**config.mk**
```make
export PLATFORM = sky130hd
export DESIGN_NAME = keyed_count_slot_table_top
export DESIGN_NICKNAME = d
export VERILOG_FILES = /design/src/sv/kcst_pkg.sv /design/src/sv/keyed_count_slot_table_top.sv
export SDC_FILE = /design/constraint.sdc
export NUM_CORES = 1
export LEC_CHECK = 0
export BUFFER_PORTS_ARGS = -buffer_cell sky130_fd_sc_hd__buf_2
export CORE_UTILIZATION = 58
export CTS_BUF_LIST = sky130_fd_sc_hd__clkbuf_8
export DETAILED_ROUTE_END_ITERATION = 8
export MAX_ROUTING_LAYER = met4
export PLACE_DENSITY = 0.86
export SLEW_MARGIN = 20
export SYNTH_ARGS = -nofsm -noshare
export SYNTH_HDL_FRONTEND = slang
export SYNTH_SLANG_ARGS = --single-unit
```
**constraint.sdc**
```tcl
create_clock -name clk -period 10.3 [get_ports clk]
set_input_delay 2.06 -clock clk [delete_from_list [all_inputs] [get_ports clk]]
set_output_delay 2.06 -clock clk [all_outputs]
set_load 0.02 [all_outputs]
```
**src/sv/kcst_pkg.sv**
```systemverilog
// ---------------------------------------------------------------------------
// kcst_pkg
// Shared types and constants for the keyed count slot table.
// ---------------------------------------------------------------------------
package kcst_pkg;

    localparam int SLOTS_DEFAULT = 16;

    localparam int KEY_W   = 8;
    localparam int COUNT_W = 16;
    localparam int MODE_W  = 2;

    // beat layouts
    localparam int IN_TDATA_W  = 24;   // item_key, amount
    localparam int IN_TUSER_W  = MODE_W;
    localparam int OUT_TDATA_W = 8;    // ok, saturated, zero pad

    localparam logic [COUNT_W-1:0] COUNT_MAX = '1;

    typedef enum logic [MODE_W-1:0] {
        MODE_ADD    = 2'd0,
        MODE_REMOVE = 2'd1,
        MODE_QUERY  = 2'd2
    } mode_t;

    typedef enum logic [3:0] {
        ST_IDLE   = 4'b0001,
        ST_SCAN   = 4'b0010,
        ST_UPDATE = 4'b0100,
        ST_DONE   = 4'b1000
    } state_t;

endpackage

```
**src/sv/keyed_count_slot_table_top.sv**
```systemverilog
// ---------------------------------------------------------------------------
// keyed_count_slot_table_top
// Slot table of (key, count) pairs with add, remove and query operations.
// ---------------------------------------------------------------------------
// One operation per input beat, one result beat per operation. The block
// takes a beat only when idle; each operation then scans every slot once
// through the single-port slot memory (one read per cycle with registered
// read data), writes back the chosen slot in the update state and loads
// the result register in the done state before returning to idle. The
// result register lets the next beat be taken while the previous result
// still waits downstream. Slot valid bits sit in flip-flops and clear at
// reset, so the memory needs no clearing pass; a free slot never matches,
// whatever key it still holds. One 17-bit adder/subtractor serves both the
// count >= amount test during the scan and the count update afterwards.
// Add saturates at the count maximum and raises saturated; mode 3 is a
// no-op returning ok = 0.
// ---------------------------------------------------------------------------
module keyed_count_slot_table_top #(
    parameter int SLOTS = kcst_pkg::SLOTS_DEFAULT
) (
    input  logic                              clk,
    input  logic                              rst_n,
    input  logic                              s_axis_tvalid,
    output logic                              s_axis_tready,
    // [7:0] item_key, [23:8] amount
    input  logic [kcst_pkg::IN_TDATA_W-1:0]   s_axis_tdata,
    // [1:0] mode
    input  logic [kcst_pkg::IN_TUSER_W-1:0]   s_axis_tuser,
    output logic                              m_axis_tvalid,
    input  logic                              m_axis_tready,
    // [0] ok, [1] saturated, [7:2] zero
    output logic [kcst_pkg::OUT_TDATA_W-1:0]  m_axis_tdata
);

    import kcst_pkg::*;

    localparam int IDX_W   = (SLOTS > 1) ? $clog2(SLOTS) : 1;
    localparam int CNT_W   = $clog2(SLOTS + 1);
    localparam int ENTRY_W = KEY_W + COUNT_W;

    // control state
    state_t                 state_reg, state_next;
    logic [CNT_W-1:0]       rd_cnt_reg, rd_cnt_next;
    logic                   cmp_valid_reg, cmp_valid_next;
    logic [IDX_W-1:0]       cmp_idx_reg, cmp_idx_next;
    logic                   hit_found_reg, hit_found_next;
    logic                   free_found_reg, free_found_next;
    logic [SLOTS-1:0]       valid_reg, valid_next;
    logic                   out_valid_reg, out_valid_next;

    // payload
    mode_t                  mode_reg, mode_next;
    logic [KEY_W-1:0]       key_reg, key_next;
    logic [COUNT_W-1:0]     amount_reg, amount_next;
    logic [IDX_W-1:0]       hit_idx_reg, hit_idx_next;
    logic [COUNT_W-1:0]     hit_cnt_reg, hit_cnt_next;
    logic [IDX_W-1:0]       free_idx_reg, free_idx_next;
    logic                   res_ok_reg, res_ok_next;
    logic                   res_sat_reg, res_sat_next;
    logic                   out_ok_reg, out_ok_next;
    logic                   out_sat_reg, out_sat_next;

    // slot memory
    logic [ENTRY_W-1:0]     mem [SLOTS];
    logic [ENTRY_W-1:0]     rd_data_reg;
    logic                   rd_en;
    logic [IDX_W-1:0]       rd_addr;
    logic                   wr_en;
    logic [IDX_W-1:0]       wr_addr;
    logic [ENTRY_W-1:0]     wr_data;
    logic [KEY_W-1:0]       rd_key;
    logic [COUNT_W-1:0]     rd_count;

    // shared add/sub unit; bit COUNT_W is carry on add, borrow on subtract
    logic                   au_sub;
    logic [COUNT_W-1:0]     au_a;
    logic [COUNT_W-1:0]     au_b;
    logic [COUNT_W:0]       au_res;

    logic                   key_hit;

    assign rd_en   = (state_reg == ST_SCAN) && (rd_cnt_reg < CNT_W'(SLOTS));
    assign rd_addr = rd_cnt_reg[IDX_W-1:0];
    assign rd_key   = rd_data_reg[ENTRY_W-1:COUNT_W];
    assign rd_count = rd_data_reg[COUNT_W-1:0];

    assign au_sub = (state_reg == ST_SCAN) || (mode_reg == MODE_REMOVE);
    assign au_a   = (state_reg == ST_SCAN) ? rd_count : hit_cnt_reg;
    assign au_b   = amount_reg;
    assign au_res = au_sub ? ({1'b0, au_a} + {1'b1, ~au_b} + {{COUNT_W{1'b0}}, 1'b1})
                           : ({1'b0, au_a} + {1'b0, au_b});

    assign key_hit = valid_reg[cmp_idx_reg] && (rd_key == key_reg);

    always_ff @(posedge clk)
    begin
        if (rd_en)
        begin
            rd_data_reg <= mem[rd_addr];
        end
        if (wr_en)
        begin
            mem[wr_addr] <= wr_data;
        end
    end

    always_comb
    begin
        state_next      = state_reg;
        rd_cnt_next     = rd_cnt_reg;
        cmp_valid_next  = cmp_valid_reg;
        cmp_idx_next    = cmp_idx_reg;
        hit_found_next  = hit_found_reg;
        free_found_next = free_found_reg;
        valid_next      = valid_reg;
        out_valid_next  = out_valid_reg;
        mode_next       = mode_reg;
        key_next        = key_reg;
        amount_next     = amount_reg;
        hit_idx_next    = hit_idx_reg;
        hit_cnt_next    = hit_cnt_reg;
        free_idx_next   = free_idx_reg;
        res_ok_next     = res_ok_reg;
        res_sat_next    = res_sat_reg;
        out_ok_next     = out_ok_reg;
        out_sat_next    = out_sat_reg;
        wr_en           = 1'b0;
        wr_addr         = hit_idx_reg;
        wr_data         = {key_reg, au_res[COUNT_W-1:0]};

        if (out_valid_reg && m_axis_tready)
        begin
            out_valid_next = 1'b0;
        end

        case (state_reg)
            ST_IDLE:
            begin
                if (s_axis_tvalid)
                begin
                    mode_next       = mode_t'(s_axis_tuser[MODE_W-1:0]);
                    key_next        = s_axis_tdata[KEY_W-1:0];
                    amount_next     = s_axis_tdata[KEY_W+COUNT_W-1:KEY_W];
                    rd_cnt_next     = '0;
                    cmp_valid_next  = 1'b0;
                    hit_found_next  = 1'b0;
                    free_found_next = 1'b0;
                    state_next      = ST_SCAN;
                end
            end
            ST_SCAN:
            begin
                cmp_valid_next = rd_en;
                cmp_idx_next   = rd_addr;
                if (rd_en)
                begin
                    rd_cnt_next = rd_cnt_reg + 1'b1;
                end
                if (cmp_valid_reg)
                begin
                    case (mode_reg)
                        MODE_ADD:
                        begin
                            if (!hit_found_reg && key_hit)
                            begin
                                hit_found_next = 1'b1;
                                hit_idx_next   = cmp_idx_reg;
                                hit_cnt_next   = rd_count;
                            end
                            if (!free_found_reg && !valid_reg[cmp_idx_reg])
                            begin
                                free_found_next = 1'b1;
                                free_idx_next   = cmp_idx_reg;
                            end
                        end
                        MODE_REMOVE, MODE_QUERY:
                        begin
                            // borrow clear means count >= amount
                            if (!hit_found_reg && key_hit && !au_res[COUNT_W])
                            begin
                                hit_found_next = 1'b1;
                                hit_idx_next   = cmp_idx_reg;
                                hit_cnt_next   = rd_count;
                            end
                        end
                        default:
                        begin
                        end
                    endcase
                end
                // last slot is compared in the cycle after its read
                if (!rd_en)
                begin
                    state_next = ST_UPDATE;
                end
            end
            ST_UPDATE:
            begin
                res_ok_next  = 1'b0;
                res_sat_next = 1'b0;
                case (mode_reg)
                    MODE_ADD:
                    begin
                        if (hit_found_reg)
                        begin
                            wr_en        = 1'b1;
                            wr_addr      = hit_idx_reg;
                            wr_data      = {key_reg,
                                            au_res[COUNT_W] ? COUNT_MAX
                                                            : au_res[COUNT_W-1:0]};
                            res_ok_next  = 1'b1;
                            res_sat_next = au_res[COUNT_W];
                        end
                        else if (free_found_reg)
                        begin
                            wr_en                     = 1'b1;
                            wr_addr                   = free_idx_reg;
                            wr_data                   = {key_reg, amount_reg};
                            valid_next[free_idx_reg]  = 1'b1;
                            res_ok_next               = 1'b1;
                        end
                    end
                    MODE_REMOVE:
                    begin
                        if (hit_found_reg)
                        begin
                            wr_en       = 1'b1;
                            wr_addr     = hit_idx_reg;
                            wr_data     = {key_reg, au_res[COUNT_W-1:0]};
                            res_ok_next = 1'b1;
                            if (au_res[COUNT_W-1:0] == '0)
                            begin
                                valid_next[hit_idx_reg] = 1'b0;
                            end
                        end
                    end
                    MODE_QUERY:
                    begin
                        res_ok_next = hit_found_reg;
                    end
                    default:
                    begin
                    end
                endcase
                state_next = ST_DONE;
            end
            ST_DONE:
            begin
                if (!out_valid_reg || m_axis_tready)
                begin
                    out_valid_next = 1'b1;
                    out_ok_next    = res_ok_reg;
                    out_sat_next   = res_sat_reg;
                    state_next     = ST_IDLE;
                end
            end
            default:
            begin
                state_next = ST_IDLE;
            end
        endcase
    end

    always_ff @(posedge clk or negedge rst_n)
    begin
        if (!rst_n)
        begin
            state_reg      <= ST_IDLE;
            rd_cnt_reg     <= '0;
            cmp_valid_reg  <= 1'b0;
            hit_found_reg  <= 1'b0;
            free_found_reg <= 1'b0;
            valid_reg      <= '0;
            out_valid_reg  <= 1'b0;
        end
        else
        begin
            state_reg      <= state_next;
            rd_cnt_reg     <= rd_cnt_next;
            cmp_valid_reg  <= cmp_valid_next;
            hit_found_reg  <= hit_found_next;
            free_found_reg <= free_found_next;
            valid_reg      <= valid_next;
            out_valid_reg  <= out_valid_next;
        end
    end

    always_ff @(posedge clk)
    begin
        cmp_idx_reg  <= cmp_idx_next;
        mode_reg     <= mode_next;
        key_reg      <= key_next;
        amount_reg   <= amount_next;
        hit_idx_reg  <= hit_idx_next;
        hit_cnt_reg  <= hit_cnt_next;
        free_idx_reg <= free_idx_next;
        res_ok_reg   <= res_ok_next;
        res_sat_reg  <= res_sat_next;
        out_ok_reg   <= out_ok_next;
        out_sat_reg  <= out_sat_next;
    end

    assign s_axis_tready = (state_reg == ST_IDLE);
    assign m_axis_tvalid = out_valid_reg;
    assign m_axis_tdata  = {{(OUT_TDATA_W-2){1'b0}}, out_sat_reg, out_ok_reg};

`ifndef SYNTH
    // an accepted beat always starts a scan
    a_accept_scan: assert property (@(posedge clk) disable iff (!rst_n)
        (s_axis_tvalid && s_axis_tready) |=> (state_reg == ST_SCAN))
        else $error("accepted beat did not start a scan");

    // a new result only appears out of the done state
    a_result_from_done: assert property (@(posedge clk) disable iff (!rst_n)
        (out_valid_next && !out_valid_reg) |-> (state_reg == ST_DONE))
        else $error("result loaded outside done state");

    // saturation is only reported on a successful add
    a_sat_implies_ok: assert property (@(posedge clk) disable iff (!rst_n)
        (m_axis_tvalid && m_axis_tdata[1]) |-> m_axis_tdata[0])
        else $error("saturated without ok");
`endif

endmodule
```
==> flow_summary.json, run 1 <==
{
  "status": "completed",
  "sw_frac_of_total": 0.308,
  "cts-hold-fix-buffers": 0,
  "drc": 0,
  "path_class": "flop to flop",
  "p_clk_frac": 0.276,
  "p_int_mw": 4.02,
  "holdWs_ns": 0.453,
  "mostFrequentLayoutCells": "466 x edfxtp_1, 125 x mux4_2, 82 x clkbuf_8",
  "worst_slew_pin_slew_ns": 1.24,
  "hold_path.class": "flop to flop",
  "die_area_sq_mm": 0.0370,
  "grt_pass1_wl_mm": 70.6,
  "maxCapViolations": 0,
  "critPathCaptureType": "flop",
  "regArea_sq_mm": 0.0147,
  "cts_resized": 0,
  "ys_warn_count": 0,
  "combPwrFrac": 0.252,
  "syn_area_per_cell_sq_um": 17.6,
  "ir_drop_mv": 0.193,
  "finalSetupViolations": 0,
  "min_period_over_period": 0.558,
  "synth_seq_cells": 495,
  "cp.arrival_ns": 6.01,
  "netlist_instances": 1192,
  "ys_types": 65,
  "drive_above_1_share": 0.256,
  "switchingPower_mw": 1.79,
  "clk_latency_ns": 0.64,
  "cellPowerDensity_mw_per_mm2": 250,
  "multi_input_area_sq_mm": 0.00593,
  "ant_nets": 0,
  "tns_ns": 0,
  "rsz0062_at_grt": "false",
  "synth_top_area_frac": 0.666,
  "totalWireLength_mm": 47.8,
  "gp_congestion": 0.946,
  "dr.pass1.iters": 5,
  "synth_area_leaders": "edfxtp_1 67%, mux4_2 13%, dfrtp_1 3.3%",
  "coreArea_sq_mm": 0.0356,
  "synth_ff_type": "edfxtp_1",
  "p_leak_nw": 7.72,
  "start_util": 0.590,
  "antenna_found_initial": 1,
  "cts_sinks": 495,
  "grt_pass1_vias": 11700,
  "seq_power_share": 0.472,
  "synth_top_area_cell": "edfxtp_1",
  "mostFrequentLayoutCell": "edfxtp_1",
  "grt_max_degree": 55,
  "min_period_ns": 5.74,
  "die_h_um": 192,
  "relSlewSlack": 0.175,
  "dpl_worst_slack_ns": 4.55,
  "htreeDepth": 3,
  "nNetsFinal": 1339,
  "num_vias": 11800,
  "num_antenna_cells": 0,
  "ys_seq_area_frac": 0.701,
  "worst_slack_ns": 4.56,
  "cts_root_buf": "clkbuf_8",
  "area_growth_pct": 10.9,
  "fill_cells": 2306,
  "hold_viol_final": 0,
  "drv_slew": 0,
  "critPathLaunchType": "flop",
  "drtIter0Drc": 1405,
  "rows": 69,
  "port_buffers": 33,
  "tritoncts": "yes",
  "die_w_um": 192,
  "grt.overflow.total": 0,
  "synth_edf_count": 466,
  "clock_path_buffers": 3,
  "track_usage": 0.273,
  "dpl.hpwl_mm": 27.8,
  "fmax_mhz": 174,
  "pin_count": 40,
  "critical_path_required_ns": 10.57,
  "viasPerCell": 6.54,
  "syn-cell-area_sq_mm": 0.0210,
  "clock_skew_ns": 0.0362,
  "postCtsSetupBuffers": 0,
  "clk_pin_slew_worst_paths_ns": 0.06,
  "crit_fanout": 34,
  "cts_buffers": 79,
  "wl_per_cell_um": 26.6,
  "largest_register_ffs": 384,
  "ys_async_sr_fraction": 0.0586,
  "rrSetupSlack_ns": 4.56
}
routing by layer:
layer	vias to the layer above	GRT usage	share of wire
li1	4938	-	-
met1	6013	0.366	0.39
met2	685	0.414	0.48
met3	135	0.0586	0.096
met4	0	0.111	0.034
met5	-	-	0
logic make-up (layout without fill, tap and decap cells):
kind of cell,count (synthesis),count (layout),synth area share
adder cells (fa/ha/maj),37,37,0.0228
multiplexers,143,143,0.144
flip-flops,495,495,0.701
buffers and inverters,105,246,0.0206
AND/OR/NAND/NOR,218,218,0.0511
XOR/XNOR,21,21,0.00876
AO/OA/AOI/OAI,172,172,0.0519
other,1,6,0.000179
power groups by stage:
stage	Combinational, mW	Clock (mW)	Sequential (mW)
6_report	1.47	1.61	2.74
5_1_grt	1.57	1.72	2.75
4_1_cts	1.41	1.63	2.75
3_5_place_dp	1.41	0	2.79
3_3_place_gp	1.35	0	2.78
2_1_floorplan	1.07	0	2.70
final cells by class:
| class | count | area share |
|---|---|---|
| inverter | 36 | 0.00580 |
| tap | 461 | 0.0248 |
| clock buffer | 82 | 0.0485 |
| sequential | 495 | 0.632 |
| multi-input combinational | 597 | 0.255 |
| timing repair buffer | 63 | 0.0173 |
| clock inverter | 65 | 0.0165 |
worst paths after layout:
check | endpoint | start | cells past startpoint
max | mem[6][14] | state_reg[3] | 13
min | hit_cnt_reg[13] | rd_data_reg[13] | 0
max reg2reg | mem[6][14] | state_reg[3] | 13
min reg2reg | hit_cnt_reg[13] | rd_data_reg[13] | 0
max in group asynchronous | rd_cnt_reg[1] | rst_n | 1
min in group asynchronous | valid_reg[8] | rst_n | 1
synthesized netlist by cell type (all sizes together), types with 13 or more instances:
cell type,count
a21oi,63
a31oi,14
buf,20
clkbuf,49
dfrtp,28
edfxtp,466
ha,35
inv,36
mux2,17
mux4,125
nand2,41
nand2b,13
nor2,86
nor2b,14
nor3,22
o21ai,27
xnor2,13
per-stage QoR:
| step | utilization | instances | instance area, sq um | power, mW |
|---|---|---|---|---|
| detailed placement | 0.610 | 1647 | 21700 | 4.20 |
| finish | 0.655 | 1799 | 23300 | 5.82 |
| CTS | 0.653 | 1794 | 23200 | 5.79 |
| global route | 0.655 | 1799 | 23300 | 6.03 |
| global placement | 0.610 | 1647 | 21700 | 4.13 |
| floorplan | - | 1197 | 21000 | 3.77 |
worst max-delay path: stages, from the launching register on:
cell and delay, ns:
dfrtp_1 0.43, nor4b_4 0.28, buf_4 0.42, mux2_2 0.41, ha_1 0.40, a21oi_1 0.25
a21oi_1 0.14, o21ai_0 0.26, nand2b_1 0.09, a2111oi_0 0.40, o211ai_1 0.30, a211oi_1 0.96
nor2_1 0.13, a21oi_1 0.92
(Power assumes the default switching activity.)
==> run 2, diff against run 1 <==
--- a/config.mk
+++ b/config.mk
@@ -10,7 +10,7 @@
 export CTS_BUF_LIST = sky130_fd_sc_hd__clkbuf_8
 export DETAILED_ROUTE_END_ITERATION = 8
 export MAX_ROUTING_LAYER = met4
-export PLACE_DENSITY = 0.86
+export PLACE_DENSITY = 0.88
 export SLEW_MARGIN = 20
 export SYNTH_ARGS = -nofsm -noshare
 export SYNTH_HDL_FRONTEND = slang
==> constraint.sdc (replaced) <==
create_clock -name clk -period 5.2 [get_ports clk]
set_input_delay 1.04 -clock clk [delete_from_list [all_inputs] [get_ports clk]]
set_output_delay 1.04 -clock clk [all_outputs]
set_load 0.02 [all_outputs]
==> run 2 against run 1 <==
Sequential share of layout area is 0.35 points lower. Flip-flop and latch count did not move. Largest cell class unchanged. Via count is 0.37% lower. Hold slack worse by 0.042 ns. Global-route usage increased by 0.34 points. Sequential power increased by 100%. Combinational power increased by 98%. Critical path type unchanged. Wire length is 0.80% lower. Utilization grew 0.36 points. Power grew 100%. Non-clock buffer count grew 13.
==> flow_summary.json, run 2 (synthesis results as in run 1) <==
{
  "status": "completed",
  "dpl_worst_slack_ns": 0.174,
  "grt_use_met1": 0.363,
  "path_class": "flop to flop",
  "hold_path.class": "input pin to async pin",
  "critPathCaptureType": "flop",
  "critPathLaunchType": "flop",
  "grt_max_degree": 58,
  "clk_pin_slew_worst_paths_ns": 0.07,
  "largest_register_ffs": 384,
  "rsz0062_at_grt": "false",
  "htreeDepth": 3,
  "clock_path_buffers": 3,
  "track_usage": 0.277,
  "grt_pass1_vias": 12100,
  "nNetsFinal": 1351,
  "drtIter0Drc": 1479,
  "ant_nets": 0,
  "critical_path_required_ns": 5.67,
  "tritoncts": "yes",
  "postCtsSetupBuffers": 0,
  "drc": 0,
  "port_buffers": 33,
  "grt.overflow.total": 0,
  "drv_slew": 0,
  "worst_slack_ns": 0.249,
  "mostFrequentLayoutCells": "466 x edfxtp_1, 125 x mux4_2, 78 x clkbuf_8",
  "wl_per_cell_um": 26.3,
  "totalWireLength_mm": 47.4,
  "min_period_over_period": 0.952,
  "pin_count": 40,
  "die_w_um": 192,
  "rows": 69,
  "clk_latency_ns": 0.67,
  "hold_viol_final": 0,
  "clock_skew_ns": 0.0596,
  "busiest_layer": "met2",
  "ir_drop_mv": 0.329,
  "gp_congestion": 0.962,
  "dpl.hpwl_mm": 28.3,
  "cellPowerDensity_mw_per_mm2": 498,
  "area_growth_pct": 11.5,
  "relSlewSlack": 0.278,
  "multi_input_area_sq_mm": 0.00593,
  "worst_slew_pin_slew_ns": 1.07,
  "num_antenna_cells": 0,
  "regArea_sq_mm": 0.0147,
  "p_leak_nw": 7.76,
  "viasPerCell": 6.52,
  "cts_sinks": 495,
  "crit_fanout": 34,
  "tns_ns": 0,
  "use_met3": 0.0546,
  "finalSetupViolations": 0,
  "coreArea_sq_mm": 0.0356,
  "start_util": 0.590,
  "use_met2": 0.426,
  "num_vias": 11700,
  "antenna_found_initial": 0,
  "cts_root_buf": "clkbuf_8",
  "fmax_mhz": 202,
  "min_period_ns": 4.95,
  "crit_chain": "nor4b_4, buf_12, mux2_2, ha_1, nor3_1, a21boi_0, o211ai_1, and4_1, or4_1, a2111oi_2, nand4_1, nor4_4, buf_4, a31oi_1",
  "dr.pass1.iters": 5,
  "crit_slowest_cell": "or4_1",
  "drive_above_1_share": 0.270,
  "grt_pass1_wl_mm": 71.7,
  "mostFrequentLayoutCell": "edfxtp_1",
  "die_h_um": 192,
  "die_area_sq_mm": 0.0370,
  "cts_buffers": 78,
  "maxCapViolations": 0,
  "cp.arrival_ns": 5.42,
  "fill_cells": 2228,
  "critPathMaxStageDelay_ns": 0.58
}
==> run 2: changes by cell type in the layout (fill, tap and decap cells not counted), moves of 3 or more <==
cell	delta
clkinv_8	+3
a21oi_2	-3
a21oi_1	+3
clkbuf_8	-4
clkinv_1	-7
inv_1	-12
clkinv_2	+5
bufinv_16	+3
buf_4	+15
==> run 2: layer usage <==
| layer | up-vias | wire length, um | share of wire |
|---|---|---|---|
| met3 | 103 | 4410 | 0.093 |
| met4 | 0 | 1400 | 0.029 |
| met5 | - | 0 | 0 |
| li1 | 4943 | - | - |
| met1 | 5986 | 18400 | 0.39 |
| met2 | 695 | 23200 | 0.49 |
==> run 2: what timing repair did <==
action                                  CTS  global route
hold endpoints to repair                  0             0
endpoints found under the setup margin    0            32
hold buffers                              0             0
resized for setup                         0             4
==> run 2: through the flow <==
stage	total power [mW]	std cells	hold WS, ns	util	area [sq um]
floorplan	7.47	1197	0.400	-	21000
global placement	8.30	1664	0.433	0.615	21900
detailed placement	8.43	1664	0.438	0.615	21900
CTS	11.7	1799	0.385	0.658	23400
global route	12.1	1800	0.450	0.658	23400
finish	11.7	1800	0.411	0.658	23400
==> run 2: layout make-up <==
| cell class | instances | area share |
|---|---|---|
| clock buffer | 78 | 0.0458 |
| clock inverter | 57 | 0.0197 |
| inverter | 36 | 0.00577 |
| multi-input combinational | 597 | 0.253 |
| sequential | 495 | 0.629 |
| tap | 461 | 0.0246 |
| timing repair buffer | 76 | 0.0219 |
==> run 2: critical path, delay by kind of cell (launching register included) <==
kind / cells / cell delay (ns)
fa+ha+maj: 1 / 0.42
buf+inv: 2 / 0.56
compound gates: 4 / 1.01
simple gates: 6 / 1.94
mux: 1 / 0.38
flops: 1 / 0.44
==> run 2: report_power, final <==
group          internal [mW]  leakage [nW]  total (mW)  switching [mW]
sequential              5.19          4.61        5.49           0.302
clock                   1.73         0.805        3.26            1.54
combinational           1.22          2.34        2.91            1.70
==> run 2: final timing paths <==
path,startpoint,end,cells after the start,slack [ns]
min in group clk,res_ok_reg,out_ok_reg,0,0.45
worst max-delay path,state_reg[3],valid_reg[1],14,0.25
worst min register to register,res_ok_reg,out_ok_reg,0,0.45
worst max register to register,state_reg[3],valid_reg[1],14,0.25
worst min-delay path,rst_n,free_found_reg,1,0.41
max in group asynchronous,rst_n,rd_cnt_reg[1],1,4.26
==> run 3, diff against run 2 <==
--- a/config.mk
+++ b/config.mk
@@ -11,6 +11,7 @@
 export DETAILED_ROUTE_END_ITERATION = 8
 export MAX_ROUTING_LAYER = met4
 export PLACE_DENSITY = 0.88
+export REMOVE_ABC_BUFFERS = 1
 export SLEW_MARGIN = 20
 export SYNTH_ARGS = -nofsm -noshare
 export SYNTH_HDL_FRONTEND = slang
==> run 3 against run 2 <==
Setup slack better by 0.060 ns. Cell count hardly changed. Largest power group unchanged. Clock skew shrank 0.025 ns. Critical endpoint is now valid_reg[5].
==> flow_summary.json, run 3 (synthesis results as in run 1) <==
{
  "clk_pin_slew_worst_paths_ns": 0.06,
  "grt.overflow.total": 0,
  "drtIter0Drc": 1106,
  "postCtsSetupBuffers": 0,
  "die_w_um": 192,
  "viasPerCell": 6.56,
  "ir_drop_mv": 0.340,
  "relSlewSlack": 0.236,
  "maxCapViolations": 0,
  "hold_path.class": "input pin to async pin",
  "crit_fanout": 34,
  "largest_register_ffs": 384,
  "holdWs_ns": 0.444,
  "combPwrFrac": 0.255,
  "grt_pass1_wl_mm": 73.2,
  "wl_per_cell_um": 27.6,
  "grt_max_degree": 51,
  "p_int_mw": 8.15,
  "mostFrequentLayoutCells": "466 x edfxtp_1, 125 x mux4_2, 76 x clkbuf_8",
  "dpl_worst_slack_ns": 0.135,
  "grt_pass1_vias": 12000,
  "rsz0062_at_grt": "false",
  "seq_power_share": 0.468,
  "pin_count": 40,
  "rrSetupSlack_ns": 0.31,
  "area_growth_pct": 11.5,
  "clock_path_buffers": 3,
  "finalSetupViolations": 0,
  "cellPowerDensity_mw_per_mm2": 501,
  "worst_slack_ns": 0.309,
  "track_usage": 0.289,
  "antenna_found_initial": 0,
  "ant_nets": 0,
  "die_h_um": 192,
  "cts_sinks": 495,
  "htreeDepth": 3,
  "critPathLaunchType": "flop",
  "p_leak_nw": 7.80,
  "nNetsFinal": 1352,
  "switchingPower_mw": 3.58,
  "totalWireLength_mm": 49.7,
  "fmax_mhz": 204,
  "dr_wl_met2_mm": 24.5,
  "clock_skew_ns": 0.0350,
  "worst_slew_pin_slew_ns": 1.14,
  "p_clk_frac": 0.277,
  "route.met3.wl_mm": 4.21,
  "r2r_end": "valid_reg[5]",
  "cts-hold-fix-buffers": 0,
  "drc": 0,
  "tns_ns": 0,
  "num_vias": 11800,
  "clk_latency_ns": 0.64,
  "critPathCaptureType": "flop",
  "rows": 69,
  "num_antenna_cells": 0,
  "gp_congestion": 0.945,
  "cp.arrival_ns": 5.36,
  "drive_above_1_share": 0.261,
  "hold_viol_final": 0,
  "die_area_sq_mm": 0.0370,
  "critical_path_required_ns": 5.66,
  "cts_root_buf": "clkbuf_8",
  "coreArea_sq_mm": 0.0356,
  "min_period_over_period": 0.941,
  "total_power_mw": 11.7,
  "dr.pass1.iters": 7,
  "sw_frac_of_total": 0.305,
  "start_util": 0.590,
  "cts_resized": 0,
  "r2r-start": "state_reg[3]",
  "met1_length_mm": 19.2,
  "mostFrequentLayoutCell": "edfxtp_1",
  "cts_buffers": 76,
  "r2r_cells": 15,
  "port_buffers": 33,
  "dpl.hpwl_mm": 28.5,
  "drv_slew": 0,
  "status": "completed",
  "path_class": "flop to flop",
  "tritoncts": "yes",
  "route.top_layer_used": "met4",
  "min_period_ns": 4.89
}
==> run 3: cell count changes in the layout (fill, tap and decap cells not counted), moves of 2 or more <==
cell        delta
clkbuf_8       -2
a2111oi_1      -2
clkinvlp_4     -4
inv_1         +10
clkinv_2       -8
a2111oi_0      +2
==> run 3: power by group through the flow <==
stage / combinational [mW] / sequential, mW / clock (mW)
floorplan: 2.00 / 5.57 / 0
global placement: 2.79 / 5.56 / 0
detailed placement: 2.91 / 5.59 / 0
CTS: 2.93 / 5.51 / 3.30
global route: 3.18 / 5.52 / 3.47
finish: 2.99 / 5.49 / 3.25
==> run 3: critical path, stage by stage, from the launching register on <==
cell and delay, ns:
dfrtp_1 0.43, nor4b_4 0.35, buf_12 0.25, mux2_2 0.38, ha_1 0.38, buf_4 0.17
nor2_1 0.06, a221oi_1 0.50, a21oi_1 0.13, a2111oi_0 0.55, o21ai_0 0.29, a2111oi_2 0.36
nand4_1 0.18, nor4_4 0.27, buf_4 0.27, a31oi_1 0.12
==> run 3: layer usage <==
| metal | GRT usage | vias up |
|---|---|---|
| met4 | 0.126 | 0 |
| met5 | - | - |
| li1 | - | 4949 |
| met2 | 0.450 | 668 |
| met3 | 0.0513 | 148 |
| met1 | 0.379 | 6047 |
==> run 3: worst max-delay path by stage <==
| stage | start | end | slack (ns) | depth (start not counted) |
|---|---|---|---|---|
| final | state_reg[3] | valid_reg[5] | 0.31 | 15 |
| after global routing | state_reg[3] | mem[0][10] | 0.02 | 13 |
| after CTS | state_reg[3] | mem[3][12] | 0.09 | 14 |
| after detailed placement | state_reg[3] | mem[13][12] | 0.14 | 14 |
| after global placement | state_reg[3] | mem[14][12] | 0.42 | 14 |
| after floorplan | rd_cnt_reg[0] | rd_data_reg[0] | 0.01 | 2 |
==> run 3: area by class of cell <==
cell class / instances / area [sq um]
Clock buffer: 76 / 1050
Clock inverter: 57 / 465
Fill cell: 2322 / 12100
Inverter: 36 / 135
Multi-Input combinational cell: 597 / 5920
Sequential cell: 495 / 14700
Tap cell: 461 / 577
Timing Repair Buffer: 79 / 548
==> run 3: per-stage QoR <==
step | instance area [sq um] | cells | utilization
global placement | 21900 | 1666 | 0.615
detailed placement | 21900 | 1666 | 0.615
global route | 23400 | 1801 | 0.658
finish | 23400 | 1801 | 0.658
CTS | 23400 | 1799 | 0.658
floorplan | 20700 | 1128 | -
